==> src/rtl/core/stt_pkg.sv <==
// Types, token kind codes, character codes and byte classifiers for the source text tokenizer.
package stt_pkg;

    // Token kinds
    localparam logic [5:0] KIND_IDENT   = 6'd0;
    localparam logic [5:0] KIND_NUMBER  = 6'd1;
    localparam logic [5:0] KIND_DECIMAL = 6'd2;
    localparam logic [5:0] KIND_KW_BASE = 6'd3;
    localparam logic [5:0] KIND_SEMI    = 6'd10;
    localparam logic [5:0] KIND_QUOTE   = 6'd11;
    localparam logic [5:0] KIND_LPAREN  = 6'd12;
    localparam logic [5:0] KIND_RPAREN  = 6'd13;
    localparam logic [5:0] KIND_LBRACE  = 6'd14;
    localparam logic [5:0] KIND_RBRACE  = 6'd15;
    localparam logic [5:0] KIND_COMMA   = 6'd16;
    localparam logic [5:0] KIND_ASSIGN  = 6'd17;
    localparam logic [5:0] KIND_LESS    = 6'd19;
    localparam logic [5:0] KIND_GREATER = 6'd20;
    localparam logic [5:0] KIND_AMP     = 6'd21;
    localparam logic [5:0] KIND_BAR     = 6'd23;
    localparam logic [5:0] KIND_BANG    = 6'd25;
    localparam logic [5:0] KIND_STAR    = 6'd27;
    localparam logic [5:0] KIND_PLUS    = 6'd29;
    localparam logic [5:0] KIND_MINUS   = 6'd31;
    localparam logic [5:0] KIND_SLASH   = 6'd33;
    localparam logic [5:0] KIND_ERROR   = 6'd35;
    localparam logic [5:0] KIND_NONE    = 6'd0;

    // Character codes
    localparam logic [7:0] CH_NUL     = 8'h00;
    localparam logic [7:0] CH_TAB     = 8'h09;
    localparam logic [7:0] CH_NL      = 8'h0A;
    localparam logic [7:0] CH_CR      = 8'h0D;
    localparam logic [7:0] CH_SPACE   = 8'h20;
    localparam logic [7:0] CH_BANG    = 8'h21;
    localparam logic [7:0] CH_QUOTE   = 8'h22;
    localparam logic [7:0] CH_AMP     = 8'h26;
    localparam logic [7:0] CH_LPAREN  = 8'h28;
    localparam logic [7:0] CH_RPAREN  = 8'h29;
    localparam logic [7:0] CH_STAR    = 8'h2A;
    localparam logic [7:0] CH_PLUS    = 8'h2B;
    localparam logic [7:0] CH_COMMA   = 8'h2C;
    localparam logic [7:0] CH_MINUS   = 8'h2D;
    localparam logic [7:0] CH_DOT     = 8'h2E;
    localparam logic [7:0] CH_SLASH   = 8'h2F;
    localparam logic [7:0] CH_ZERO    = 8'h30;
    localparam logic [7:0] CH_NINE    = 8'h39;
    localparam logic [7:0] CH_SEMI    = 8'h3B;
    localparam logic [7:0] CH_LESS    = 8'h3C;
    localparam logic [7:0] CH_EQUALS  = 8'h3D;
    localparam logic [7:0] CH_GREATER = 8'h3E;
    localparam logic [7:0] CH_UPPER_A = 8'h41;
    localparam logic [7:0] CH_UPPER_Z = 8'h5A;
    localparam logic [7:0] CH_LOWER_A = 8'h61;
    localparam logic [7:0] CH_LOWER_Z = 8'h7A;
    localparam logic [7:0] CH_LBRACE  = 8'h7B;
    localparam logic [7:0] CH_BAR     = 8'h7C;
    localparam logic [7:0] CH_RBRACE  = 8'h7D;

    // Keywords, right-aligned ASCII, if else int float for once return
    localparam int         KW_COUNT = 7;
    localparam int         KW_BITS  = 48;
    localparam logic [KW_BITS-1:0] KW_TEXT [KW_COUNT] = '{
        48'h0000_0000_6966,
        48'h0000_656C_7365,
        48'h0000_0069_6E74,
        48'h0066_6C6F_6174,
        48'h0000_0066_6F72,
        48'h0000_6F6E_6365,
        48'h7265_7475_726E
    };
    localparam logic [3:0] KW_LEN [KW_COUNT] = '{4'd2, 4'd4, 4'd3, 4'd5, 4'd3, 4'd4, 4'd6};

    localparam logic [15:0] LEN_ONE = 16'd1;
    localparam logic [15:0] LEN_TWO = 16'd2;
    localparam logic [15:0] LEN_MAX = 16'hFFFF;

    typedef enum logic [4:0] {
        MODE_IDLE    = 5'b00001,
        MODE_IDENT   = 5'b00010,
        MODE_NUMBER  = 5'b00100,
        MODE_OP      = 5'b01000,
        MODE_COMMENT = 5'b10000
    } mode_t;

    typedef struct packed {
        logic [5:0]  kind;
        logic [15:0] start;
        logic [15:0] length;
        logic        run_last;
        logic        source_done;
    } token_t;

    function automatic logic is_space(input logic [7:0] c);
        return (c == CH_SPACE) || ((c >= CH_TAB) && (c <= CH_CR));
    endfunction

    function automatic logic is_alpha(input logic [7:0] c);
        return ((c >= CH_LOWER_A) && (c <= CH_LOWER_Z)) ||
               ((c >= CH_UPPER_A) && (c <= CH_UPPER_Z));
    endfunction

    function automatic logic is_digit(input logic [7:0] c);
        return (c >= CH_ZERO) && (c <= CH_NINE);
    endfunction

    // Kind of a lone operator character, KIND_NONE when it is not one.
    function automatic logic [5:0] op_single(input logic [7:0] c);
        logic [5:0] k;
        case (c)
            CH_EQUALS: k = KIND_ASSIGN;
            CH_AMP:    k = KIND_AMP;
            CH_BAR:    k = KIND_BAR;
            CH_BANG:   k = KIND_BANG;
            CH_STAR:   k = KIND_STAR;
            CH_PLUS:   k = KIND_PLUS;
            CH_MINUS:  k = KIND_MINUS;
            CH_SLASH:  k = KIND_SLASH;
            default:   k = KIND_NONE;
        endcase
        return k;
    endfunction

    // Second character that turns an operator into its two-character form.
    function automatic logic [7:0] op_partner(input logic [7:0] c);
        return ((c == CH_AMP) || (c == CH_BAR)) ? c : CH_EQUALS;
    endfunction

    function automatic logic [5:0] punct_kind(input logic [7:0] c);
        logic [5:0] k;
        case (c)
            CH_SEMI:    k = KIND_SEMI;
            CH_QUOTE:   k = KIND_QUOTE;
            CH_LPAREN:  k = KIND_LPAREN;
            CH_RPAREN:  k = KIND_RPAREN;
            CH_LBRACE:  k = KIND_LBRACE;
            CH_RBRACE:  k = KIND_RBRACE;
            CH_COMMA:   k = KIND_COMMA;
            CH_LESS:    k = KIND_LESS;
            CH_GREATER: k = KIND_GREATER;
            default:    k = KIND_NONE;
        endcase
        return k;
    endfunction

endpackage

==> src/rtl/core/source_text_tokenizer_unit.sv <==
// Source text tokenizer: one byte per word in, one token per word out.
// The tokens that a byte completes are written into the output queue when the byte is accepted.
// Throughput: one byte per cycle; the scanner state updates in the accepting cycle and the
// tokens go into a four-entry output queue, so s_tready drops only when fewer than two
// queue entries are free. A byte can give up to two tokens.
// Reset: synchronous active-low aresetn empties the queue and returns the scanner to idle.
module source_text_tokenizer_unit #(
    parameter int POSITION_BITS = 16,
    parameter int KEYWORD_CHARS = 6
) (
    input  logic        aclk,
    input  logic        aresetn,
    input  logic        s_tvalid,
    output logic        s_tready,
    input  logic [7:0]  s_tdata,   // [7:0] char_in
    input  logic        s_tlast,   // source_end
    output logic        m_tvalid,
    input  logic        m_tready,
    output logic [39:0] m_tdata,   // [5:0] token_kind, [21:6] token_start, [37:22] token_length
    output logic        m_tlast,   // run_last
    output logic        m_tuser    // [0] source_done
);
    import stt_pkg::*;

    localparam int WIN_BITS = 8 * KEYWORD_CHARS;

    // Scanner state
    mode_t                   mode_reg, mode_next;
    logic [7:0]              pend_reg, pend_next;
    logic [15:0]             start_reg, start_next;
    logic [15:0]             run_len_reg, run_len_next;
    logic [WIN_BITS-1:0]     win_reg, win_next;
    logic                    dot_reg, dot_next;
    logic [POSITION_BITS-1:0] byte_pos_reg, byte_pos_next;

    // Output queue
    token_t      queue_mem [4];
    logic [1:0]  wr_ptr_reg, rd_ptr_reg;
    logic [2:0]  count_reg;

    logic        accept, pop;
    logic [7:0]  c;
    logic        last;
    logic [15:0] pos16;
    logic [15:0] ext_len;
    logic [WIN_BITS-1:0] ext_win;
    logic        fresh;
    token_t      a_tok, b_tok, tok0, tok1;
    logic        a_valid, b_valid;
    logic [1:0]  n_tok;

    function automatic logic [5:0] kw_kind(input logic [15:0] len,
                                           input logic [WIN_BITS-1:0] win);
        logic [5:0] kind;
        kind = KIND_IDENT;
        for (int k = 0; k < KW_COUNT; k++) begin
            if ((len == 16'(KW_LEN[k])) && (win[KW_BITS-1:0] == KW_TEXT[k]) &&
                ((win >> KW_BITS) == '0)) begin
                kind = KIND_KW_BASE + 6'(k);
            end
        end
        return kind;
    endfunction

    generate
        if (POSITION_BITS >= 16) begin : g_pos_wide
            assign pos16 = byte_pos_reg[15:0];
        end else begin : g_pos_narrow
            assign pos16 = {{(16 - POSITION_BITS){1'b0}}, byte_pos_reg};
        end
    endgenerate

    assign c      = s_tdata;
    assign last   = s_tlast;
    assign accept = s_tvalid && s_tready;
    assign pop    = m_tvalid && m_tready;

    assign ext_len = (run_len_reg == LEN_MAX) ? run_len_reg : run_len_reg + LEN_ONE;
    assign ext_win = {win_reg[WIN_BITS-9:0], c};

    always_comb begin
        mode_next    = mode_reg;
        pend_next    = pend_reg;
        start_next   = start_reg;
        run_len_next = run_len_reg;
        win_next     = win_reg;
        dot_next     = dot_reg;
        a_tok        = '0;
        b_tok        = '0;
        a_valid      = 1'b0;
        b_valid      = 1'b0;
        fresh        = 1'b0;

        // Close or continue whatever run is open.
        case (mode_reg)
            MODE_IDENT: begin
                if (is_space(c) || (c == CH_COMMA) || (c == CH_SEMI) ||
                    (c == CH_LPAREN) || (c == CH_RPAREN)) begin
                    a_valid      = 1'b1;
                    a_tok.kind   = kw_kind(run_len_reg, win_reg);
                    a_tok.start  = start_reg;
                    a_tok.length = run_len_reg;
                    mode_next    = MODE_IDLE;
                    fresh        = !is_space(c);
                end else begin
                    run_len_next = ext_len;
                    win_next     = ext_win;
                    if (last) begin
                        a_valid      = 1'b1;
                        a_tok.kind   = kw_kind(ext_len, ext_win);
                        a_tok.start  = start_reg;
                        a_tok.length = ext_len;
                        mode_next    = MODE_IDLE;
                    end
                end
            end
            MODE_NUMBER: begin
                if (is_digit(c) || (c == CH_DOT)) begin
                    run_len_next = ext_len;
                    win_next     = ext_win;
                    if (c == CH_DOT) begin
                        dot_next = 1'b1;
                    end
                    if (last) begin
                        a_valid      = 1'b1;
                        a_tok.kind   = dot_next ? KIND_DECIMAL : KIND_NUMBER;
                        a_tok.start  = start_reg;
                        a_tok.length = ext_len;
                        mode_next    = MODE_IDLE;
                    end
                end else begin
                    a_valid      = 1'b1;
                    a_tok.kind   = dot_reg ? KIND_DECIMAL : KIND_NUMBER;
                    a_tok.start  = start_reg;
                    a_tok.length = run_len_reg;
                    mode_next    = MODE_IDLE;
                    fresh        = 1'b1;
                end
            end
            MODE_OP: begin
                mode_next   = MODE_IDLE;
                a_tok.start = start_reg;
                if ((pend_reg == CH_SLASH) && (c == CH_SLASH)) begin
                    mode_next = MODE_COMMENT;
                end else if (c == op_partner(pend_reg)) begin
                    a_valid      = 1'b1;
                    a_tok.kind   = op_single(pend_reg) + 6'd1;
                    a_tok.length = LEN_TWO;
                end else begin
                    a_valid      = 1'b1;
                    a_tok.kind   = op_single(pend_reg);
                    a_tok.length = LEN_ONE;
                    fresh        = 1'b1;
                end
            end
            MODE_COMMENT: begin
                if (c == CH_NL) begin
                    mode_next = MODE_IDLE;
                end
            end
            default: begin
                mode_next = MODE_IDLE;
                fresh     = 1'b1;
            end
        endcase

        // Scan the byte as the start of something new.
        b_tok.start  = pos16;
        b_tok.length = LEN_ONE;
        if (fresh && !(is_space(c) || (c == CH_NUL))) begin
            if (punct_kind(c) != KIND_NONE) begin
                b_valid    = 1'b1;
                b_tok.kind = punct_kind(c);
            end else if (op_single(c) != KIND_NONE) begin
                if (last) begin
                    b_valid    = 1'b1;
                    b_tok.kind = KIND_ERROR;
                end else begin
                    mode_next  = MODE_OP;
                    pend_next  = c;
                    start_next = pos16;
                end
            end else if (is_alpha(c) || is_digit(c)) begin
                mode_next    = is_alpha(c) ? MODE_IDENT : MODE_NUMBER;
                start_next   = pos16;
                run_len_next = LEN_ONE;
                win_next     = WIN_BITS'(c);
                dot_next     = 1'b0;
                if (last) begin
                    // No keyword is a single character.
                    b_valid    = 1'b1;
                    b_tok.kind = is_alpha(c) ? KIND_IDENT : KIND_NUMBER;
                    mode_next  = MODE_IDLE;
                end
            end else if (c == CH_DOT) begin
                b_valid    = 1'b1;
                b_tok.kind = KIND_DECIMAL;
            end else begin
                b_valid    = 1'b1;
                b_tok.kind = KIND_IDENT;
            end
        end

        // Order the tokens and flag the final one of this byte.
        tok0  = a_valid ? a_tok : b_tok;
        tok1  = b_tok;
        n_tok = {1'b0, a_valid} + {1'b0, b_valid};
        if (n_tok == 2'd2) begin
            tok1.run_last    = 1'b1;
            tok1.source_done = last;
        end else begin
            tok0.run_last    = 1'b1;
            tok0.source_done = last;
        end

        if (last) begin
            mode_next     = MODE_IDLE;
            pend_next     = '0;
            start_next    = '0;
            run_len_next  = '0;
            win_next      = '0;
            dot_next      = 1'b0;
            byte_pos_next = '0;
        end else begin
            byte_pos_next = byte_pos_reg + POSITION_BITS'(1);
        end
    end

    always_ff @(posedge aclk) begin
        if (!aresetn) begin
            mode_reg     <= MODE_IDLE;
            pend_reg     <= '0;
            start_reg    <= '0;
            run_len_reg  <= '0;
            win_reg      <= '0;
            dot_reg      <= 1'b0;
            byte_pos_reg <= '0;
        end else if (accept) begin
            mode_reg     <= mode_next;
            pend_reg     <= pend_next;
            start_reg    <= start_next;
            run_len_reg  <= run_len_next;
            win_reg      <= win_next;
            dot_reg      <= dot_next;
            byte_pos_reg <= byte_pos_next;
        end
    end

    always_ff @(posedge aclk) begin
        if (accept) begin
            if (n_tok != 2'd0) begin
                queue_mem[wr_ptr_reg] <= tok0;
            end
            if (n_tok == 2'd2) begin
                queue_mem[wr_ptr_reg + 2'd1] <= tok1;
            end
        end
    end

    always_ff @(posedge aclk) begin
        if (!aresetn) begin
            wr_ptr_reg <= '0;
            rd_ptr_reg <= '0;
            count_reg  <= '0;
        end else begin
            if (accept) begin
                wr_ptr_reg <= wr_ptr_reg + n_tok;
            end
            if (pop) begin
                rd_ptr_reg <= rd_ptr_reg + 2'd1;
            end
            count_reg <= count_reg + (accept ? {1'b0, n_tok} : 3'd0) - {2'b00, pop};
        end
    end

    // Room for two words is kept so that any byte can be taken.
    assign s_tready = (count_reg <= 3'd2);
    assign m_tvalid = (count_reg != 3'd0);
    assign m_tdata  = {2'b00, queue_mem[rd_ptr_reg].length, queue_mem[rd_ptr_reg].start,
                       queue_mem[rd_ptr_reg].kind};
    assign m_tlast  = queue_mem[rd_ptr_reg].run_last;
    assign m_tuser  = queue_mem[rd_ptr_reg].source_done;

endmodule

==> config.mk <==
export PLATFORM = sky130hd
export DESIGN_NAME = source_text_tokenizer_unit
export DESIGN_NICKNAME = d
export VERILOG_FILES = /design/src/rtl/core/stt_pkg.sv /design/src/rtl/core/source_text_tokenizer_unit.sv
export SDC_FILE = /design/constraint.sdc
export NUM_CORES = 1
export LEC_CHECK = 0
export BUFFER_PORTS_ARGS = -buffer_cell sky130_fd_sc_hd__buf_2
export CAP_MARGIN = 40
export CELL_PAD_IN_SITES_DETAIL_PLACEMENT = 0
export CELL_PAD_IN_SITES_GLOBAL_PLACEMENT = 1
export CORE_MARGIN = 1
export CORE_UTILIZATION = 50
export CTS_CLUSTER_DIAMETER = 100
export DETAILED_ROUTE_END_ITERATION = 8
export PLACE_DENSITY_LB_ADDON = 0.1
export SLEW_MARGIN = 20
export SYNTH_ARGS = -nofsm -noshare
export SYNTH_HDL_FRONTEND = slang
export SYNTH_SLANG_ARGS = --single-unit
==> constraint.sdc <==
create_clock -name aclk -period 5.1 [get_ports aclk]
set_input_delay 0.255 -clock aclk [delete_from_list [all_inputs] [get_ports aclk]]
set_output_delay 0.255 -clock aclk [all_outputs]
set_load 0.1 [all_outputs]
==> run metrics, run 1 <==
outcome=completed; Final Cycle Share=0.929; peak ir drop on the vdd network=between 200 and 300 uV; time the worst path needs with I/O delays and setup=4740 ps; Sequential Area=between 6000 and 7000 um2; number of antenna violations at the first check in global routing=1; Synth async-reset ratio=0; setup repair after global routing missed its margin=false; Mapped Area=between 15000 and 20000 um2; number of different library cells in the post-synthesis netlist=~110; drt wl/cell=~24 um; initial core utilization=0.512; number of buffers created by CTS=31; final number of hold-violating endpoints=0; Post-DRT Antenna Nets=0; hold buffer count at CTS=0; number of filler cells placed in the layout=around 2600; worst endpoint required time=5510 ps; chain of cells forming the critical path=nor4bb_1 > nand2_1 > and3_1 > o21ai_2 > a211o_1 > and2_1 > o31a_1 > inv_1 > ha_1 > or3_1 > o21ai_4 > inv_1 > o21ai_0; prevailing post-synth register cell=sky130_fd_sc_hd__dfxtp_1; fraction of layout cells with a size suffix above 1=0.154; number of sinks driven by the clock tree=roughly 280; total negative slack=0 ps; count of pins on the block boundary=between 50 and 60; number of standard cells in the final layout excluding fillers=around 1900; first-pass GRT wire length=approximately 74 mm; via count of the first global-routing pass=12500; maximum cell stage delay along the critical path=~690 ps; Yosys warnings=0; worst setup path end=queue_mem[2][24]; Worst-Skew Late Latency=roughly 570 ps; all-layer global routing usage=0.303; diodes inserted=0; synthesis-to-layout area growth=9.74%; die footprint=31200 um2; number of gates resized after cts=0; DP HPWL=around 32 mm; Post CTS Setup Buffer Count=0; maximum number of pins on one net before global-route repair=65; WS Path Type=flop to flop; FF-to-FF path depth=13; power per cell area=~380 nW/um2; Top cell by count, worst path=sky130_fd_sc_hd__inv_1; synthesized flop and latch total=279; max_cap viols=0; Core Footprint=29800 um2; max FFs per register=160; Max Fanout on Critical Path=16; total wire length after detailed routing=between 40 and 50 mm; remaining max-slew budget at the tightest pin=0.439; cell chosen for the clock root=sky130_fd_sc_hd__clkbuf_16; count of flip-flops with a built-in enable after synthesis=96; violation count after the first detailed-routing iteration=around 1700; r2r setup slk=around 360 ps; slowest library cell on the worst path=sky130_fd_sc_hd__or3_1; number of standard-cell rows in the floorplan=63; final weighted congestion in routability-driven placement=~0.94; Max Transition Viols Final=0; FF-to-FF End=queue_mem[2][24]; Port Buffer Count=54; most common library cell in the layout ignoring fill and taps=sky130_fd_sc_hd__dfxtp_1; mean instance size in the synthesized netlist=9.89 um2; startpoint types=flop; commonest non-fill, non-tap cells in the layout=sky130_fd_sc_hd__dfxtp_1 (181), sky130_fd_sc_hd__nand2_1 (126), sky130_fd_sc_hd__a22o_1 (98), sky130_fd_sc_hd__edfxtp_1 (96), sky130_fd_sc_hd__nor2_1 (95); critical path launch point=pend_reg[2]; sequential element share of the synthesized area=0.429; overflow left after global routing=0; startpoint of the most critical register-to-register path=pend_reg[2]; net count reported at finish=1559; Max Clk Rate=211 MHz; clock tree buffer depth=3; CTS tree=done; total placed cells including tap cells=between 1500 and 2000; number of vias per cell=between 6 and 7; class of the most critical hold timing path=input pin to flop; drt drc=0; Worst Setup End Kind=flop; Die Height=177 um; worst slew pin tran=between 800 and 900 ps; crit path DAT=between 5000 and 6000 ps; multi-input gate area in the final layout=between 8000 and 9000 um2; die width=approximately 180 um; vias=13100; clock slew at reported path FFs=60 ps; count of TritonRoute iterations in the first routing pass=6; leakage power=around 5.7 nW; total of endpoints with negative setup slack in the final report=0; worst clock skew=12.9 ps; Mapped Cells=about 1500; # H-tree levels=1
logic make-up (layout without fill, tap and decap cells):
logic type,Yosys count,after routing,share of synthesized area
and+or+nand+nor,546,546,0.200
AOI/OAI and AO/OA,460,460,0.229
DFF,279,279,0.429
buffers and inverters,165,179,0.0480
muxes,47,47,0.0645
xor gates and xnor gates,32,32,0.0184
adders and majority gates,13,13,0.0112
other,1,2,0.000246
per-layer routing:
metal,GRT usage,share of wire,vias to the layer above
met3,0.0586,0.091,87
met5,0,0.00023,-
met1,0.437,0.45,6389
met4,0.0887,0.024,2
li1,-,-,6018
met2,0.459,0.44,644
where the power goes:
part | internal, W | switching [W] | total, W
sequential | 0.00240 | 0.0000527 | 0.00245
clock | 0.00124 | 0.000936 | 0.00218
combinational | 0.000405 | 0.00131 | 0.00172
critical path, delay by kind of cell (launching register included):
| kind | cells | cell delay [ps] |
|---|---|---|
| compound gates | 5 | 1790 |
| fa+ha+maj | 1 | 290 |
| simple gates | 5 | 1830 |
| buf+inv | 2 | 190 |
| flops | 1 | 490 |
how the worst min path moves through the flow:
| stage | from | endpoint | slack, ps | cells past startpoint |
|---|---|---|---|---|
| after floorplan | queue_mem[2][10] | queue_mem[2][10] | 420 | 2 |
| after global placement | queue_mem[0][10] | queue_mem[0][10] | 430 | 2 |
| after detailed placement | queue_mem[0][8] | queue_mem[0][8] | 440 | 2 |
| after CTS | s_tdata[7] | win_reg[7] | 100 | 2 |
| after global routing | s_tdata[7] | win_reg[7] | 120 | 2 |
| final | s_tdata[7] | win_reg[7] | 120 | 2 |
cell type report:
cell class / instances / area share
Sequential cell: 279 / 0.391
Timing Repair Buffer: 96 / 0.0367
Clock buffer: 44 / 0.0522
Inverter: 25 / 0.00560
Tap cell: 390 / 0.0291
Clock inverter: 14 / 0.00680
Multi-Input combinational cell: 1100 / 0.478
per-stage QoR:
step           worst slack (ps)  hold WS (ps)  power (W)  utilization  area [um2]
3_5_place_dp                480           443    0.00419        0.528       15700
4_1_cts                     473          99.0    0.00636        0.561       16700
6_report                    360           122    0.00635        0.562       16700
2_1_floorplan              1050           420    0.00384            -       15300
3_3_place_gp                628           434    0.00418        0.527       15700
5_1_grt                    34.5           120    0.00655        0.562       16700
cell usage after synthesis, drive strengths merged (9+ instances only):
cell type	count	area share
edfxtp	96	0.19
inv	25	0.0062
mux4	40	0.059
or2	9	0.0037
nor4	27	0.013
or3	17	0.0070
a31oi	17	0.0084
o21ai	87	0.031
and2	16	0.0066
nand3	61	0.021
dfxtp	183	0.24
a32o	64	0.042
or4	11	0.0059
xor2	15	0.0086
nand4	34	0.014
nor3	36	0.012
xnor2	17	0.0098
a22o	98	0.056
o22ai	33	0.014
ha	12	0.0098
a21oi	78	0.026
nor3b	11	0.0057
nand2	126	0.031
buf	54	0.021
clkbuf	86	0.021
nand2b	11	0.0045
nand4b	13	0.0075
nor2	96	0.024
nor2b	12	0.0049
and3	17	0.0070
No activity file was read; power rests on OpenSTA's default activity.
==> run 2: changes to the inputs <==
--- a/config.mk
+++ b/config.mk
@@ -7,13 +7,11 @@
 export LEC_CHECK = 0
 export BUFFER_PORTS_ARGS = -buffer_cell sky130_fd_sc_hd__buf_2
 export CAP_MARGIN = 40
-export CELL_PAD_IN_SITES_DETAIL_PLACEMENT = 0
-export CELL_PAD_IN_SITES_GLOBAL_PLACEMENT = 1
 export CORE_MARGIN = 1
-export CORE_UTILIZATION = 50
+export CORE_UTILIZATION = 55
 export CTS_CLUSTER_DIAMETER = 100
 export DETAILED_ROUTE_END_ITERATION = 8
-export PLACE_DENSITY_LB_ADDON = 0.1
+export PLACE_DENSITY = 0.72
 export SLEW_MARGIN = 20
 export SYNTH_ARGS = -nofsm -noshare
 export SYNTH_HDL_FRONTEND = slang
==> run metrics, run 2 (synthesis gave the netlist of run 1 again) <==
total of endpoints with negative setup slack in the final report=0 (unchanged); overflow left after global routing=0 (unchanged); number of antenna violations at the first check in global routing=1 (unchanged); initial core utilization=0.563 (+0.0509); startpoint types=flop; max FFs per register=160 (unchanged); largest delay contributor family on the critical path=simple AND/OR/NAND/NOR gates; maximum cell stage delay along the critical path=790 ps (+100 ps); Worst-Skew Late Latency=580 ps (about the same); class of the most critical hold timing path=input pin to flop; worst clock skew=14.4 ps (+1.52 ps); worst endpoint required time=5510 ps (about the same); number of gates resized after cts=0 (unchanged); clock tree buffer depth=3 (unchanged); number of vias per cell=6.88 (+2.0%); # H-tree levels=1 (unchanged); sequential share of power=0.386 (about the same); max_cap viols=0 (unchanged); fraction of layout cells with a size suffix above 1=0.156 (+0.00203); outcome=completed; power per cell area=381 nW/um2 (+0.42%); minimum setup slack in the final design=333 ps (-27.2 ps); instance area at placement=15700 um2 (unchanged); most common library cell in the layout ignoring fill and taps=sky130_fd_sc_hd__dfxtp_1; total negative slack=0 ps (unchanged); Max Fanout on Critical Path=16 (unchanged); WS Path Type=flop to flop; net count reported at finish=1560 (+0.064%); FF-to-FF path depth=13 (unchanged); cell chosen for the clock root=sky130_fd_sc_hd__clkbuf_16; slowest library cell on the worst path=sky130_fd_sc_hd__or4_1; DP HPWL=30.4 mm (-3.7%); Net Switching=0.00228 W (-0.80%); Port Buffer Count=54 (unchanged); WHS Path Cells=2 (unchanged); Post CTS Setup Buffer Count=0 (unchanged); time the worst path needs with I/O delays and setup=4770 ps (+27.2 ps); worst setup slack before clock tree synthesis=446 ps (-34.4 ps); all-layer global routing usage=0.317 (+0.0136); first-pass GRT wire length=71.3 mm (-3.3%); number of sinks driven by the clock tree=279 (unchanged); leakage power=5.76 nW (+0.84%); logic gate share of total power=0.262 (-0.008); crit path DAT=5180 ps (+30 ps); FF-to-FF End=queue_mem[0][37]; r2r setup slk=330 ps (-30 ps); Max Clk Rate=210 MHz (-0.57%); Worst Setup End Kind=flop; remaining max-slew budget at the tightest pin=0.448 (+0.00904); final number of hold-violating endpoints=0 (unchanged); die footprint=28400 um2 (-9.0%); hold buffer count at CTS=0 (unchanged); drt wl/cell=23.4 um (-3.5%); WHS Endpoint=win_reg[7]; setup repair after global routing missed its margin=false; hold_sp=s_tdata[7]; count of TritonRoute iterations in the first routing pass=5 (-1); violation count after the first detailed-routing iteration=1542 (-12%); via count of the first global-routing pass=12600 (+0.43%); Final Cycle Share=0.935 (+0.00533); count of pins on the block boundary=57 (unchanged); sw frac=0.356 (-0.00563); CTS tree=done; part of the power in the clock network=0.352 (+0.009); peak ir drop on the vdd network=291 uV (+1.5%); startpoint of the most critical register-to-register path=pend_reg[2]; total internal power=0.00412 W (+1.7%); Max Transition Viols Final=0 (unchanged); maximum number of pins on one net before global-route repair=65 (unchanged); final weighted congestion in routability-driven placement=0.978 (+4.4%); Core Footprint=27100 um2 (-9.0%); worst path buffer plus inverter count=1 (-1); clock slew at reported path FFs=60 ps (about the same); chain of cells forming the critical path=nor4bb_1 > nand2_1 > and3_1 > o21ai_2 > a211o_1 > and2_1 > o31a_1 > inv_1 > ha_1 > or4_1 > o21ai_4 > nand2_1 > o21ai_0; number of standard-cell rows in the floorplan=60 (-4.8%); vias=13300 (+1.0%); commonest non-fill, non-tap cells in the layout=sky130_fd_sc_hd__dfxtp_1 (181), sky130_fd_sc_hd__nand2_1 (126), sky130_fd_sc_hd__a22o_1 (98), sky130_fd_sc_hd__edfxtp_1 (96), sky130_fd_sc_hd__nor2_1 (95); die width=169 um (-4.6%); area of all placed cells without fillers=16800 um2 (+0.34%); synthesis-to-layout area growth=10.1%; Top cell by count, worst path=sky130_fd_sc_hd__nand2_1; drt drc=0 (unchanged); Post-DRT Antenna Nets=0 (unchanged); number of buffers created by CTS=30 (-3.2%); total wire length after detailed routing=45.3 mm (-4.4%); Crit. path cell count=13 (unchanged); Die Height=169 um (-4.6%); worst slew pin tran=820 ps (-13.4 ps)
run 2: cell type report:
| cell class | instances | area (um2) |
|---|---|---|
| inverter | 25 | 93.8 |
| fill | 2273 | 10300 |
| clock buffer | 36 | 825 |
| sequential | 279 | 6550 |
| timing repair buffer | 98 | 644 |
| clock inverter | 19 | 210 |
| tap | 372 | 465 |
| antenna | 1 | 2.50 |
| multi-input combinational | 1100 | 8010 |
run 2: how the worst max path moves through the flow:
stage / from / endpoint
after floorplan: count_reg[1] / count_reg[2]
after global placement: pend_reg[7] / queue_mem[0][21]
after detailed placement: pend_reg[2] / queue_mem[0][37]
after CTS: pend_reg[2] / queue_mem[0][19]
after global routing: pend_reg[2] / queue_mem[0][37]
final: pend_reg[2] / queue_mem[0][37]
run 2: through the flow:
stage / std cells / utilization / total power, W / hold slack, ps
finish: 1930 / 0.620 / 0.00640 / 91.6
global route: 1930 / 0.620 / 0.00658 / 92.5
CTS: 1927 / 0.618 / 0.00639 / 68.3
detailed placement: 1872 / 0.580 / 0.00416 / 442
global placement: 1869 / 0.579 / 0.00414 / 441
floorplan: 1544 / - / 0.00384 / 420
run 2: worst register-to-register path: stages (launching register included):
cell and delay [ps]:
sky130_fd_sc_hd__dfxtp_1 490, sky130_fd_sc_hd__nor4bb_1 410, sky130_fd_sc_hd__nand2_1 130, sky130_fd_sc_hd__and3_1 240
sky130_fd_sc_hd__o21ai_2 340, sky130_fd_sc_hd__a211o_1 390, sky130_fd_sc_hd__and2_1 300, sky130_fd_sc_hd__o31a_1 280
sky130_fd_sc_hd__inv_1 70, sky130_fd_sc_hd__ha_1 290, sky130_fd_sc_hd__or4_1 790, sky130_fd_sc_hd__o21ai_4 650
sky130_fd_sc_hd__nand2_1 110, sky130_fd_sc_hd__o21ai_0 110
run 2: power groups by stage:
stage | clock network [W] | logic, W | registers [W]
final | 0.00225 | 0.00168 | 0.00247
after floorplan | 0 | 0.00136 | 0.00247
after global routing | 0.00235 | 0.00175 | 0.00248
after detailed placement | 0 | 0.00162 | 0.00254
after CTS | 0.00227 | 0.00162 | 0.00250
after global placement | 0 | 0.00160 | 0.00254
run 2: layer usage:
metal	vias up	track usage	part of all wire
li1	6007	-	-
met5	-	0	0
met1	6458	0.449	0.43
met2	707	0.481	0.45
met4	0	0.108	0.028
met3	101	0.0650	0.098
